[src/rtl/mtt_pkg.sv]
// Shared types, constants and the clamp helper function of the mouse cursor tracker.
`timescale 1ns / 1ps
package mtt_pkg;

  localparam int ButtonsDefault = 3;
  localparam int DivBits        = 16;
  localparam int RatioBits      = 15;
  localparam int CntBits        = $clog2(DivBits + 1);

  localparam logic [2:0] ACT_PACKET  = 3'd0;
  localparam logic [2:0] ACT_PRESS   = 3'd1;
  localparam logic [2:0] ACT_RELEASE = 3'd2;
  localparam logic [2:0] ACT_MOTION  = 3'd3;
  localparam logic [2:0] ACT_SETPOS  = 3'd4;

  localparam logic [2:0] REG_XLO   = 3'd0;
  localparam logic [2:0] REG_XHI   = 3'd1;
  localparam logic [2:0] REG_YLO   = 3'd2;
  localparam logic [2:0] REG_YHI   = 3'd3;
  localparam logic [2:0] REG_RATH  = 3'd4;
  localparam logic [2:0] REG_RATV  = 3'd5;
  localparam logic [2:0] REG_EMASK = 3'd6;
  localparam logic [2:0] REG_NOTEN = 3'd7;

  localparam logic signed [15:0] RESET_XHI  = 16'sd639;
  localparam logic signed [15:0] RESET_YHI  = 16'sd199;
  localparam logic signed [15:0] RESET_POSX = 16'sd320;
  localparam logic signed [15:0] RESET_POSY = 16'sd100;
  localparam logic [RatioBits-1:0] RESET_RATH = 15'd8;
  localparam logic [RatioBits-1:0] RESET_RATV = 15'd16;

  typedef struct packed {
    logic                 done;
    logic [DivBits-1:0]   quotient;
    logic [RatioBits-1:0] remainder;
  } div_res_t;

  // Clamps a wide signed value to the range spanned by two bounds in either order.
  function automatic logic signed [15:0] clamp(input logic signed [17:0] v,
                                               input logic signed [15:0] a,
                                               input logic signed [15:0] b);
    logic signed [15:0] lo;
    logic signed [15:0] hi;
    lo = (a < b) ? a : b;
    hi = (a < b) ? b : a;
    if (v < 18'(lo)) clamp = lo;
    else if (v > 18'(hi)) clamp = hi;
    else clamp = v[15:0];
  endfunction

endpackage

[src/rtl/mtt_div.sv]
// Bit-serial restoring divider: one quotient bit per cycle.
`timescale 1ns / 1ps
module mtt_div (
  input  logic                              clk,
  input  logic                              rst,
  input  logic                              go,
  input  logic [mtt_pkg::DivBits-1:0]       dividend,
  input  logic [mtt_pkg::RatioBits-1:0]     divisor,
  output mtt_pkg::div_res_t                 res
);
  import mtt_pkg::*;

  logic [CntBits-1:0]   count;
  logic                 running;
  logic [RatioBits-1:0] rem;
  logic [DivBits-1:0]   quo;
  logic [RatioBits-1:0] dvs;
  logic                 done;
  logic [RatioBits:0]   shifted;
  logic                 fits;
  logic [RatioBits:0]   diff;

  assign shifted = {rem, quo[DivBits-1]};
  assign fits    = shifted >= {1'b0, dvs};
  assign diff    = shifted - {1'b0, dvs};

  always_ff @(posedge clk) begin
    if (rst) begin
      running <= 1'b0;
      done    <= 1'b0;
      count   <= '0;
    end else begin
      done <= 1'b0;
      if (go) begin
        running <= 1'b1;
        count   <= '0;
        rem     <= '0;
        quo     <= dividend;
        dvs     <= divisor;
      end else if (running) begin
        rem   <= fits ? diff[RatioBits-1:0] : shifted[RatioBits-1:0];
        quo   <= {quo[DivBits-2:0], fits};
        count <= count + 1'b1;
        if (count == CntBits'(DivBits - 1)) begin
          running <= 1'b0;
          done    <= 1'b1;
        end
      end
    end
  end

  assign res.done      = done;
  assign res.quotient  = quo;
  assign res.remainder = rem;

endmodule

[src/rtl/ps2_mouse_cursor_tracker.sv]
// Top level of the mouse cursor tracker: action sequencer, state and latches.
`timescale 1ns / 1ps
// Usage: an action is taken on a rising edge with start high and busy low.
// Its single result appears on the output ports for one cycle with done high;
// the receiver must take it then, as it cannot hold results back.
// Queries, motion reads and set position finish without leaving idle: done follows
// the transfer on the next edge and busy never rises.
// A packet with no motion passes through S_FIN alone, with busy high while there.
// A packet with motion runs two divisions on the shared bit-serial divider,
// X then Y. S_DIVX and S_DIVY each take their quotient when the divider is
// done, the Y division starting as the X quotient is taken, and S_FIN then
// latches the buttons; busy is high from the transfer until the result.
// Configuration is written through cfg_we, cfg_index and cfg_data; the user
// must write it only while idle, which the block itself does not enforce; a
// range write clamps the cursor at once, and a ratio of zero is ignored.
// Reset (rst, synchronous) restores the tracking registers and state to their defaults:
// cursor at 320,100, range 0..639 by 0..199, ratios 8 and 16, all counters clear.
module ps2_mouse_cursor_tracker #(
  parameter int BUTTONS = mtt_pkg::ButtonsDefault
) (
  input  logic               clk,
  input  logic               rst,
  input  logic               start,
  output logic               busy,
  output logic               done,
  input  logic               cfg_we,
  input  logic [2:0]         cfg_index,
  input  logic [15:0]        cfg_data,
  input  logic [2:0]         action,
  input  logic [7:0]         packet_status,
  input  logic [7:0]         motion_dx,
  input  logic [7:0]         motion_dy,
  input  logic [1:0]         button_select,
  input  logic signed [15:0] new_x,
  input  logic signed [15:0] new_y,
  output logic [2:0]         buttons_now,
  output logic signed [15:0] position_x,
  output logic signed [15:0] position_y,
  output logic [6:0]         event_bits,
  output logic               notify,
  output logic [15:0]        info_count,
  output logic signed [15:0] info_x,
  output logic signed [15:0] info_y,
  output logic signed [15:0] mickeys_x,
  output logic signed [15:0] mickeys_y
);
  import mtt_pkg::*;

  localparam int SelBits = (BUTTONS > 1) ? $clog2(BUTTONS) : 1;

  localparam logic [1:0] S_IDLE = 2'd0;
  localparam logic [1:0] S_DIVX = 2'd1;
  localparam logic [1:0] S_DIVY = 2'd2;
  localparam logic [1:0] S_FIN  = 2'd3;

  logic [1:0] state;

  logic signed [15:0] range_x_low, range_x_high, range_y_low, range_y_high;
  logic [RatioBits-1:0] ratio_horizontal, ratio_vertical;
  logic [6:0] event_mask;
  logic       notify_enable;

  logic signed [15:0] pos_x, pos_y, mickey_x, mickey_y, fraction_x, fraction_y;
  logic [BUTTONS-1:0] last_buttons;
  logic [BUTTONS-1:0] nb_hold;
  logic [15:0]        press_count   [BUTTONS];
  logic signed [15:0] press_pos_x   [BUTTONS];
  logic signed [15:0] press_pos_y   [BUTTONS];
  logic [15:0]        release_count [BUTTONS];
  logic signed [15:0] release_pos_x [BUTTONS];
  logic signed [15:0] release_pos_y [BUTTONS];

  logic               neg_x, neg_y;
  logic [DivBits-1:0] mag_y;

  // Range as it stands after a write in this cycle.
  logic signed [15:0] xlo_next, xhi_next, ylo_next, yhi_next;

  logic accept;
  logic signed [8:0]  dx;
  logic signed [9:0]  dy;
  logic               moving;
  logic [BUTTONS-1:0] nb;
  logic signed [16:0] sum_x, sum_y;
  logic [16:0]        abs_x, abs_y;
  logic [1:0]         sel2;
  logic [SelBits-1:0] sel;

  logic               div_go;
  logic [DivBits-1:0] div_dividend;
  logic [RatioBits-1:0] div_divisor;
  div_res_t           dres;
  logic               div_neg;
  logic signed [16:0] step;
  logic signed [17:0] moved;
  logic signed [15:0] frac_new;
  logic signed [15:0] axis_pos;
  logic signed [15:0] axis_lo, axis_hi;
  logic signed [15:0] axis_new;

  logic [BUTTONS-1:0] diff;
  logic [6:0]         ev;

  assign accept = start && !busy;
  assign busy   = state != S_IDLE;

  always_comb begin
    xlo_next = range_x_low;
    xhi_next = range_x_high;
    ylo_next = range_y_low;
    yhi_next = range_y_high;
    if (cfg_we) begin
      unique case (cfg_index)
        REG_XLO: xlo_next = cfg_data;
        REG_XHI: xhi_next = cfg_data;
        REG_YLO: ylo_next = cfg_data;
        REG_YHI: yhi_next = cfg_data;
        default: ;
      endcase
    end
  end

  always_comb begin
    dx     = {packet_status[4], motion_dx};
    dy     = -10'(signed'({packet_status[5], motion_dy}));
    moving = (dx != 9'sd0) || (dy != 10'sd0);
    nb     = packet_status[BUTTONS-1:0];
    sum_x  = 17'(fraction_x) + (17'(dx) <<< 3);
    sum_y  = 17'(fraction_y) + (17'(dy) <<< 3);
    abs_x  = sum_x[16] ? 17'(-sum_x) : 17'(sum_x);
    abs_y  = sum_y[16] ? 17'(-sum_y) : 17'(sum_y);
    sel2   = (button_select == 2'd3) ? 2'd2 : button_select;
    if (32'(sel2) >= BUTTONS) sel = SelBits'(BUTTONS - 1);
    else sel = SelBits'(sel2);
  end

  assign div_go       = (accept && action == ACT_PACKET && moving) ||
                        (state == S_DIVX && dres.done);
  assign div_dividend = (state == S_IDLE) ? abs_x[DivBits-1:0] : mag_y;
  assign div_divisor  = (state == S_IDLE) ? ratio_horizontal : ratio_vertical;

  mtt_div u_div (
    .clk      (clk),
    .rst      (rst),
    .go       (div_go),
    .dividend (div_dividend),
    .divisor  (div_divisor),
    .res      (dres)
  );

  // Quotient and remainder take the sign of the dividend (truncation toward zero).
  always_comb begin
    div_neg  = (state == S_DIVX) ? neg_x : neg_y;
    axis_pos = (state == S_DIVX) ? pos_x : pos_y;
    axis_lo  = (state == S_DIVX) ? range_x_low : range_y_low;
    axis_hi  = (state == S_DIVX) ? range_x_high : range_y_high;
    step     = div_neg ? -17'(signed'({1'b0, dres.quotient}))
                       : 17'(signed'({1'b0, dres.quotient}));
    frac_new = div_neg ? -16'(signed'({1'b0, dres.remainder}))
                       : 16'(signed'({1'b0, dres.remainder}));
    moved    = 18'(axis_pos) + 18'(step);
    axis_new = clamp(moved, axis_lo, axis_hi);
  end

  always_comb begin
    diff = nb_hold ^ last_buttons;
    ev   = '0;
    for (int i = 0; i < BUTTONS; i++) begin
      if (diff[i]) begin
        if (nb_hold[i]) ev[2*i+1] = 1'b1;
        else ev[2*i+2] = 1'b1;
      end
    end
  end

  logic moved_flag;

  always_ff @(posedge clk) begin
    if (rst) begin
      state            <= S_IDLE;
      done             <= 1'b0;
      range_x_low      <= '0;
      range_x_high     <= RESET_XHI;
      range_y_low      <= '0;
      range_y_high     <= RESET_YHI;
      ratio_horizontal <= RESET_RATH;
      ratio_vertical   <= RESET_RATV;
      event_mask       <= '0;
      notify_enable    <= 1'b0;
      pos_x            <= RESET_POSX;
      pos_y            <= RESET_POSY;
      mickey_x         <= '0;
      mickey_y         <= '0;
      fraction_x       <= '0;
      fraction_y       <= '0;
      last_buttons     <= '0;
      moved_flag       <= 1'b0;
      for (int i = 0; i < BUTTONS; i++) begin
        press_count[i]   <= '0;
        press_pos_x[i]   <= '0;
        press_pos_y[i]   <= '0;
        release_count[i] <= '0;
        release_pos_x[i] <= '0;
        release_pos_y[i] <= '0;
      end
    end else begin
      done <= 1'b0;

      if (cfg_we) begin
        unique case (cfg_index)
          REG_XLO, REG_XHI, REG_YLO, REG_YHI: begin
            range_x_low  <= xlo_next;
            range_x_high <= xhi_next;
            range_y_low  <= ylo_next;
            range_y_high <= yhi_next;
            pos_x        <= clamp(18'(pos_x), xlo_next, xhi_next);
            pos_y        <= clamp(18'(pos_y), ylo_next, yhi_next);
          end
          REG_RATH: if (cfg_data[RatioBits-1:0] != '0)
            ratio_horizontal <= cfg_data[RatioBits-1:0];
          REG_RATV: if (cfg_data[RatioBits-1:0] != '0)
            ratio_vertical <= cfg_data[RatioBits-1:0];
          REG_EMASK: event_mask <= cfg_data[6:0];
          REG_NOTEN: notify_enable <= cfg_data[0];
          default: ;
        endcase
      end

      unique case (state)
        S_IDLE: begin
          if (accept) begin
            event_bits <= '0;
            notify     <= 1'b0;
            info_count <= '0;
            info_x     <= '0;
            info_y     <= '0;
            buttons_now <= 3'(last_buttons);
            position_x <= pos_x;
            position_y <= pos_y;
            mickeys_x  <= mickey_x;
            mickeys_y  <= mickey_y;
            case (action)
              ACT_PACKET: begin
                nb_hold    <= nb;
                moved_flag <= moving;
                if (moving) begin
                  mickey_x <= mickey_x + 16'(dx);
                  mickey_y <= mickey_y + 16'(dy);
                  neg_x    <= sum_x[16];
                  neg_y    <= sum_y[16];
                  mag_y    <= abs_y[DivBits-1:0];
                  state    <= S_DIVX;
                end else begin
                  state <= S_FIN;
                end
              end
              ACT_PRESS: begin
                info_count       <= press_count[sel];
                info_x           <= press_pos_x[sel];
                info_y           <= press_pos_y[sel];
                press_count[sel] <= '0;
                done             <= 1'b1;
              end
              ACT_RELEASE: begin
                info_count         <= release_count[sel];
                info_x             <= release_pos_x[sel];
                info_y             <= release_pos_y[sel];
                release_count[sel] <= '0;
                done               <= 1'b1;
              end
              ACT_MOTION: begin
                mickey_x <= '0;
                mickey_y <= '0;
                done     <= 1'b1;
              end
              ACT_SETPOS: begin
                pos_x      <= clamp(18'(new_x), range_x_low, range_x_high);
                pos_y      <= clamp(18'(new_y), range_y_low, range_y_high);
                position_x <= clamp(18'(new_x), range_x_low, range_x_high);
                position_y <= clamp(18'(new_y), range_y_low, range_y_high);
                done       <= 1'b1;
              end
              default: done <= 1'b1;
            endcase
          end
        end
        S_DIVX: begin
          if (dres.done) begin
            pos_x      <= axis_new;
            fraction_x <= frac_new;
            state      <= S_DIVY;
          end
        end
        S_DIVY: begin
          if (dres.done) begin
            pos_y      <= axis_new;
            fraction_y <= frac_new;
            state      <= S_FIN;
          end
        end
        S_FIN: begin
          for (int i = 0; i < BUTTONS; i++) begin
            if (diff[i]) begin
              if (nb_hold[i]) begin
                press_count[i] <= press_count[i] + 16'd1;
                press_pos_x[i] <= pos_x;
                press_pos_y[i] <= pos_y;
              end else begin
                release_count[i] <= release_count[i] + 16'd1;
                release_pos_x[i] <= pos_x;
                release_pos_y[i] <= pos_y;
              end
            end
          end
          last_buttons <= nb_hold;
          buttons_now  <= 3'(nb_hold);
          position_x   <= pos_x;
          position_y   <= pos_y;
          mickeys_x    <= mickey_x;
          mickeys_y    <= mickey_y;
          event_bits   <= ev | {6'd0, moved_flag};
          notify       <= notify_enable && (((ev | {6'd0, moved_flag}) & event_mask) != 7'd0);
          done         <= 1'b1;
          state        <= S_IDLE;
        end
        default: state <= S_IDLE;
      endcase
    end
  end

  logic signed [15:0] xmin, xmax;
  assign xmin = (range_x_low < range_x_high) ? range_x_low : range_x_high;
  assign xmax = (range_x_low < range_x_high) ? range_x_high : range_x_low;

  a_pos_in_range: assert property (@(posedge clk) disable iff (rst)
    (pos_x >= xmin) && (pos_x <= xmax))
    else $error("cursor left its horizontal range");

  a_div_done_when_waiting: assert property (@(posedge clk) disable iff (rst)
    dres.done |-> (state == S_DIVX || state == S_DIVY))
    else $error("divider finished outside a division state");

  a_done_has_cause: assert property (@(posedge clk) disable iff (rst)
    done |-> ($past(start && !busy && action != ACT_PACKET) || $past(state) == S_FIN))
    else $error("result strobe without a finished action");

endmodule

[config.mk]
export PLATFORM = sky130hd
export DESIGN_NAME = ps2_mouse_cursor_tracker
export DESIGN_NICKNAME = d
export VERILOG_FILES = /design/src/rtl/mtt_pkg.sv /design/src/rtl/mtt_div.sv /design/src/rtl/ps2_mouse_cursor_tracker.sv
export SDC_FILE = /design/constraint.sdc
export NUM_CORES = 2
export LEC_CHECK = 0
export BUFFER_PORTS_ARGS = -buffer_cell sky130_fd_sc_hd__buf_2
export CAP_MARGIN = 10
export CORE_ASPECT_RATIO = 1.4
export CORE_MARGIN = 3
export CORE_UTILIZATION = 31
export DETAILED_ROUTE_END_ITERATION = 8
export HOLD_SLACK_MARGIN = 0.06
export PLACE_DENSITY = 0.5
export SLEW_MARGIN = 20
export SYNTH_ARGS = -nofsm -noshare
export SYNTH_HDL_FRONTEND = slang
export SYNTH_SLANG_ARGS = --single-unit
[constraint.sdc]
create_clock -name clk -period 7.1 [get_ports clk]
set_input_delay 0.355 -clock clk [delete_from_list [all_inputs] [get_ports clk]]
set_output_delay 0.355 -clock clk [all_outputs]
set_load 0.05 [all_outputs]
==> results.yml <==
yosys:
  synthArstFlopShare_pct: 0
  synthDistinctLibCells: 90
  synth_enable_flop_cells: 382
  synth_most_common_cell: "nor2_1"
  netlist_instances: 4424
  synthTopCellsByArea: "edfxtp_1 (27%), dfxtp_1 (15%), ha_1 (9.9%)"
  synth_top_area_share_pct: 27.1
  syn_avg_cell_area_um2: 9.56
  synth_commonest_cells: "nor2_1 (521), edfxtp_1 (382), a21oi_1 (344)"
  synth_fp_nets: 4850
  yosysTopAreaCell: "edfxtp_1"
  synth_area_um2: 42300
  yosys_warnings: 0
  ys_ff_latch: 690
  synth-seq-area-share_pct: 41.7
  ys.flop_type: "edfxtp_1"
timing:
  fin_crit_sh_pct: 93.6
  finalMaxSlewViolations: 0
  worst_pin_slew_ns: 1.05
  layout_min_cycle_time_ns: 6.64
  rsz0062_at_grt: "false"
  fin_setup_tns_ns: 0
  setup_viol: 0
  hold_violations: 0
  fin_skew_ns: 0.0270
  fmax_mhz: 151
  maxSlewHeadroom_pct: 29.7
finish:
  layout-drive-gt1-share_pct: 13.8
  design_area_um2: 48700
  num-nets-final: 5065
  area_growth_pct: 15.0
drt:
  viasPerCell: 5.35
  wl_mm: 149
  wl_per_cell_um: 23.1
  vias: 34700
  drt_pass1_iterations: 8
  drc: 0
  drtAntennaViolNets: 0
  drt_first_iter_violations: 2025
pwr:
  clkPwrFrac_pct: 26.7
  worst_ir_drop_vdd_mv: 0.315
  combinationalPowerShare_pct: 41.6
  power_density_nw_per_um2: 325
  p_int_w: 0.00945
  seq_power_share_pct: 31.6
  swShare_pct: 40.1
  power_switching_w: 0.00634
  p_leak_nw: 19.9
floorplan:
  die_x_um: 318
  rows: 159
  initial_core_util_pct: 31.4
  die_y_um: 443
  num_io_pins: 209
  fp.coreArea_um2: 135000
  die-area_um2: 141000
setup_path:
  startpoint_type: "flip-flop"
  worst_r2r_endpoint: "pos_y[12]"
  crit_slowest_cell: "mux2_2"
  endpoint: "pos_y[12]"
  crit_arrival_ns: 7.18
  critical_path.endpoint_type: "flip-flop"
  cp_max_fo: 17
  ff2ff_setup_slack_ns: 0.46
  worstSetupPathType: "flip-flop to flip-flop"
  cp_num_buf_inv: 3
  max_stage_delay_ns: 0.45
  worstSetupStartpoint: "state[1]"
  crit_cells: 27
  crit_family: "compound AO/OA/AOI/OAI gates"
  worstReg2RegStart: "state[1]"
  required_ns: 7.64
  reg2regPathDepth: 27
clock_network:
  cts_made_buffers: 78
  clk_pin_slew_ns: 0.08
  cts_root_buf: "clkbuf_16"
  clock_path_buffers: 3
  cts_setup_buffers: 0
  cts_tree: "done"
  clk_latency_ns: 0.69
  numClockSinks: 690
  cts_max_level: 3
grt:
  antenna_found_initial: 11
  grt.overflow.total: 0
  top_usage_layer: "met2"
  use_met2_pct: 35.4
  grt_first_pass_wirelength_mm: 218
  grt_usage_pct: 20.5
  met1_usage_pct: 24.0
  grt_pass1_vias: 33400
  grt_use_met3_pct: 3.11
  grt_max_degree: 152
placement:
  dp_hpwl_mm: 112
  placed_area_um2: 46000
  gp_congestion: 0.944
  port_buffers: 205
hold_path:
  hold_path.class: "input port to flip-flop"
job:
  drv_cap: 0
run_status:
  status: "finished clean"
-- cell usage in the layout, fill, tap and decap left out, types with 15 or more instances in the layout --
| cell | count |
|---|---|
| nor2_1 | 514 |
| edfxtp_1 | 382 |
| a21oi_1 | 343 |
| ha_1 | 334 |
| nand2_1 | 323 |
| dfxtp_1 | 308 |
| mux2i_1 | 278 |
| o21ai_0 | 204 |
| buf_2 | 202 |
| inv_1 | 181 |
| mux2_2 | 129 |
| buf_4 | 120 |
| xor2_1 | 101 |
| and2_1 | 89 |
| xnor2_1 | 83 |
| clkbuf_16 | 82 |
| nand3_1 | 74 |
| a21o_1 | 72 |
| nor3_1 | 70 |
| nand4_1 | 65 |
| o22ai_1 | 62 |
| a211oi_1 | 49 |
| or3_1 | 38 |
| nand2b_1 | 38 |
| nor2b_1 | 37 |
| a31oi_1 | 30 |
| and3_1 | 30 |
| o221ai_1 | 27 |
| o21a_1 | 26 |
| a22oi_1 | 22 |
| o211ai_1 | 20 |
| a311oi_1 | 18 |
| o31ai_1 | 17 |
| clkbuf_1 | 16 |
| nor3b_1 | 15 |
-- worst min path at each step --
stage	startpoint	cells past startpoint	slack [ns]	to
finish	cfg_data[12]	3	0.15	ratio_horizontal[12]
global route	rst	2	0.14	range_x_low[1]
CTS	rst	2	0.09	range_x_low[3]
detailed placement	event_mask[1]	2	0.45	event_mask[1]
global placement	event_mask[6]	2	0.44	event_mask[6]
floorplan	mickey_x[15]	0	0.43	mickeys_x[15]
-- worst min-delay path, cell delays in order --
cell     delay [ns]
buf_2          0.22
mux2i_1        0.17
nor2_1         0.05
-- area by class of cell --
class | count | area, um^2
fill | 13800 | 86200
multi-input combinational | 3352 | 23400
sequential | 690 | 17600
tap | 1771 | 2220
clock buffer | 102 | 2170
timing repair buffer | 334 | 2100
inverter | 183 | 687
clock inverter | 43 | 462
antenna | 6 | 15.0
-- flip-flops by register name (all words and copies together) (netlist names), 48 cells and up --
name,flops
press_count,48
release_pos_x,48
release_count,48
release_pos_y,48
press_pos_y,48
press_pos_x,48
-- layer usage --
metal	vias to the layer above	wire length, um
met1	16600	59900
li1	16700	-
met3	330	7530
met4	0	9550
met2	1031	72500
met5	-	0
-- cells by family after synthesis --
| logic type | after synthesis | share of synthesized area, % |
|---|---|---|
| and+or+nand+nor | 1388 | 15.5 |
| AOI/OAI and AO/OA | 1029 | 15.2 |
| DFF | 690 | 41.7 |
| muxes | 409 | 10.1 |
| buffers and inverters | 382 | 3.52 |
| adders and majority gates | 342 | 10.2 |
| xor gates and xnor gates | 184 | 3.81 |
-- stage by stage --
stage	util (%)	std cells	total power (W)	setup WS, ns	hold WS [ns]
finish	36.1	6481	0.0158	0.458	0.148
global placement	34.1	6327	0.0115	0.350	0.444
detailed placement	34.1	6327	0.0116	0.265	0.449
CTS	36.1	6475	0.0159	0.222	0.0893
global route	36.1	6475	0.0166	0.0706	0.140
floorplan	-	4424	0.00932	0.249	0.431
-- repair_timing --
item                       4_1_cts  5_1_grt
hold buffers                     3        0
setup endpoints to repair        0       29
hold endpoints to repair         3        0
resized for setup                0        2
-- power by group through the flow --
stage	registers, W	logic (W)	clock network, W
after floorplan	0.00537	0.00396	0
after global routing	0.00501	0.00713	0.00449
final	0.00500	0.00657	0.00422
after CTS	0.00499	0.00652	0.00436
after global placement	0.00507	0.00645	0
after detailed placement	0.00507	0.00649	0
Power figures use the tool's default switching activity.
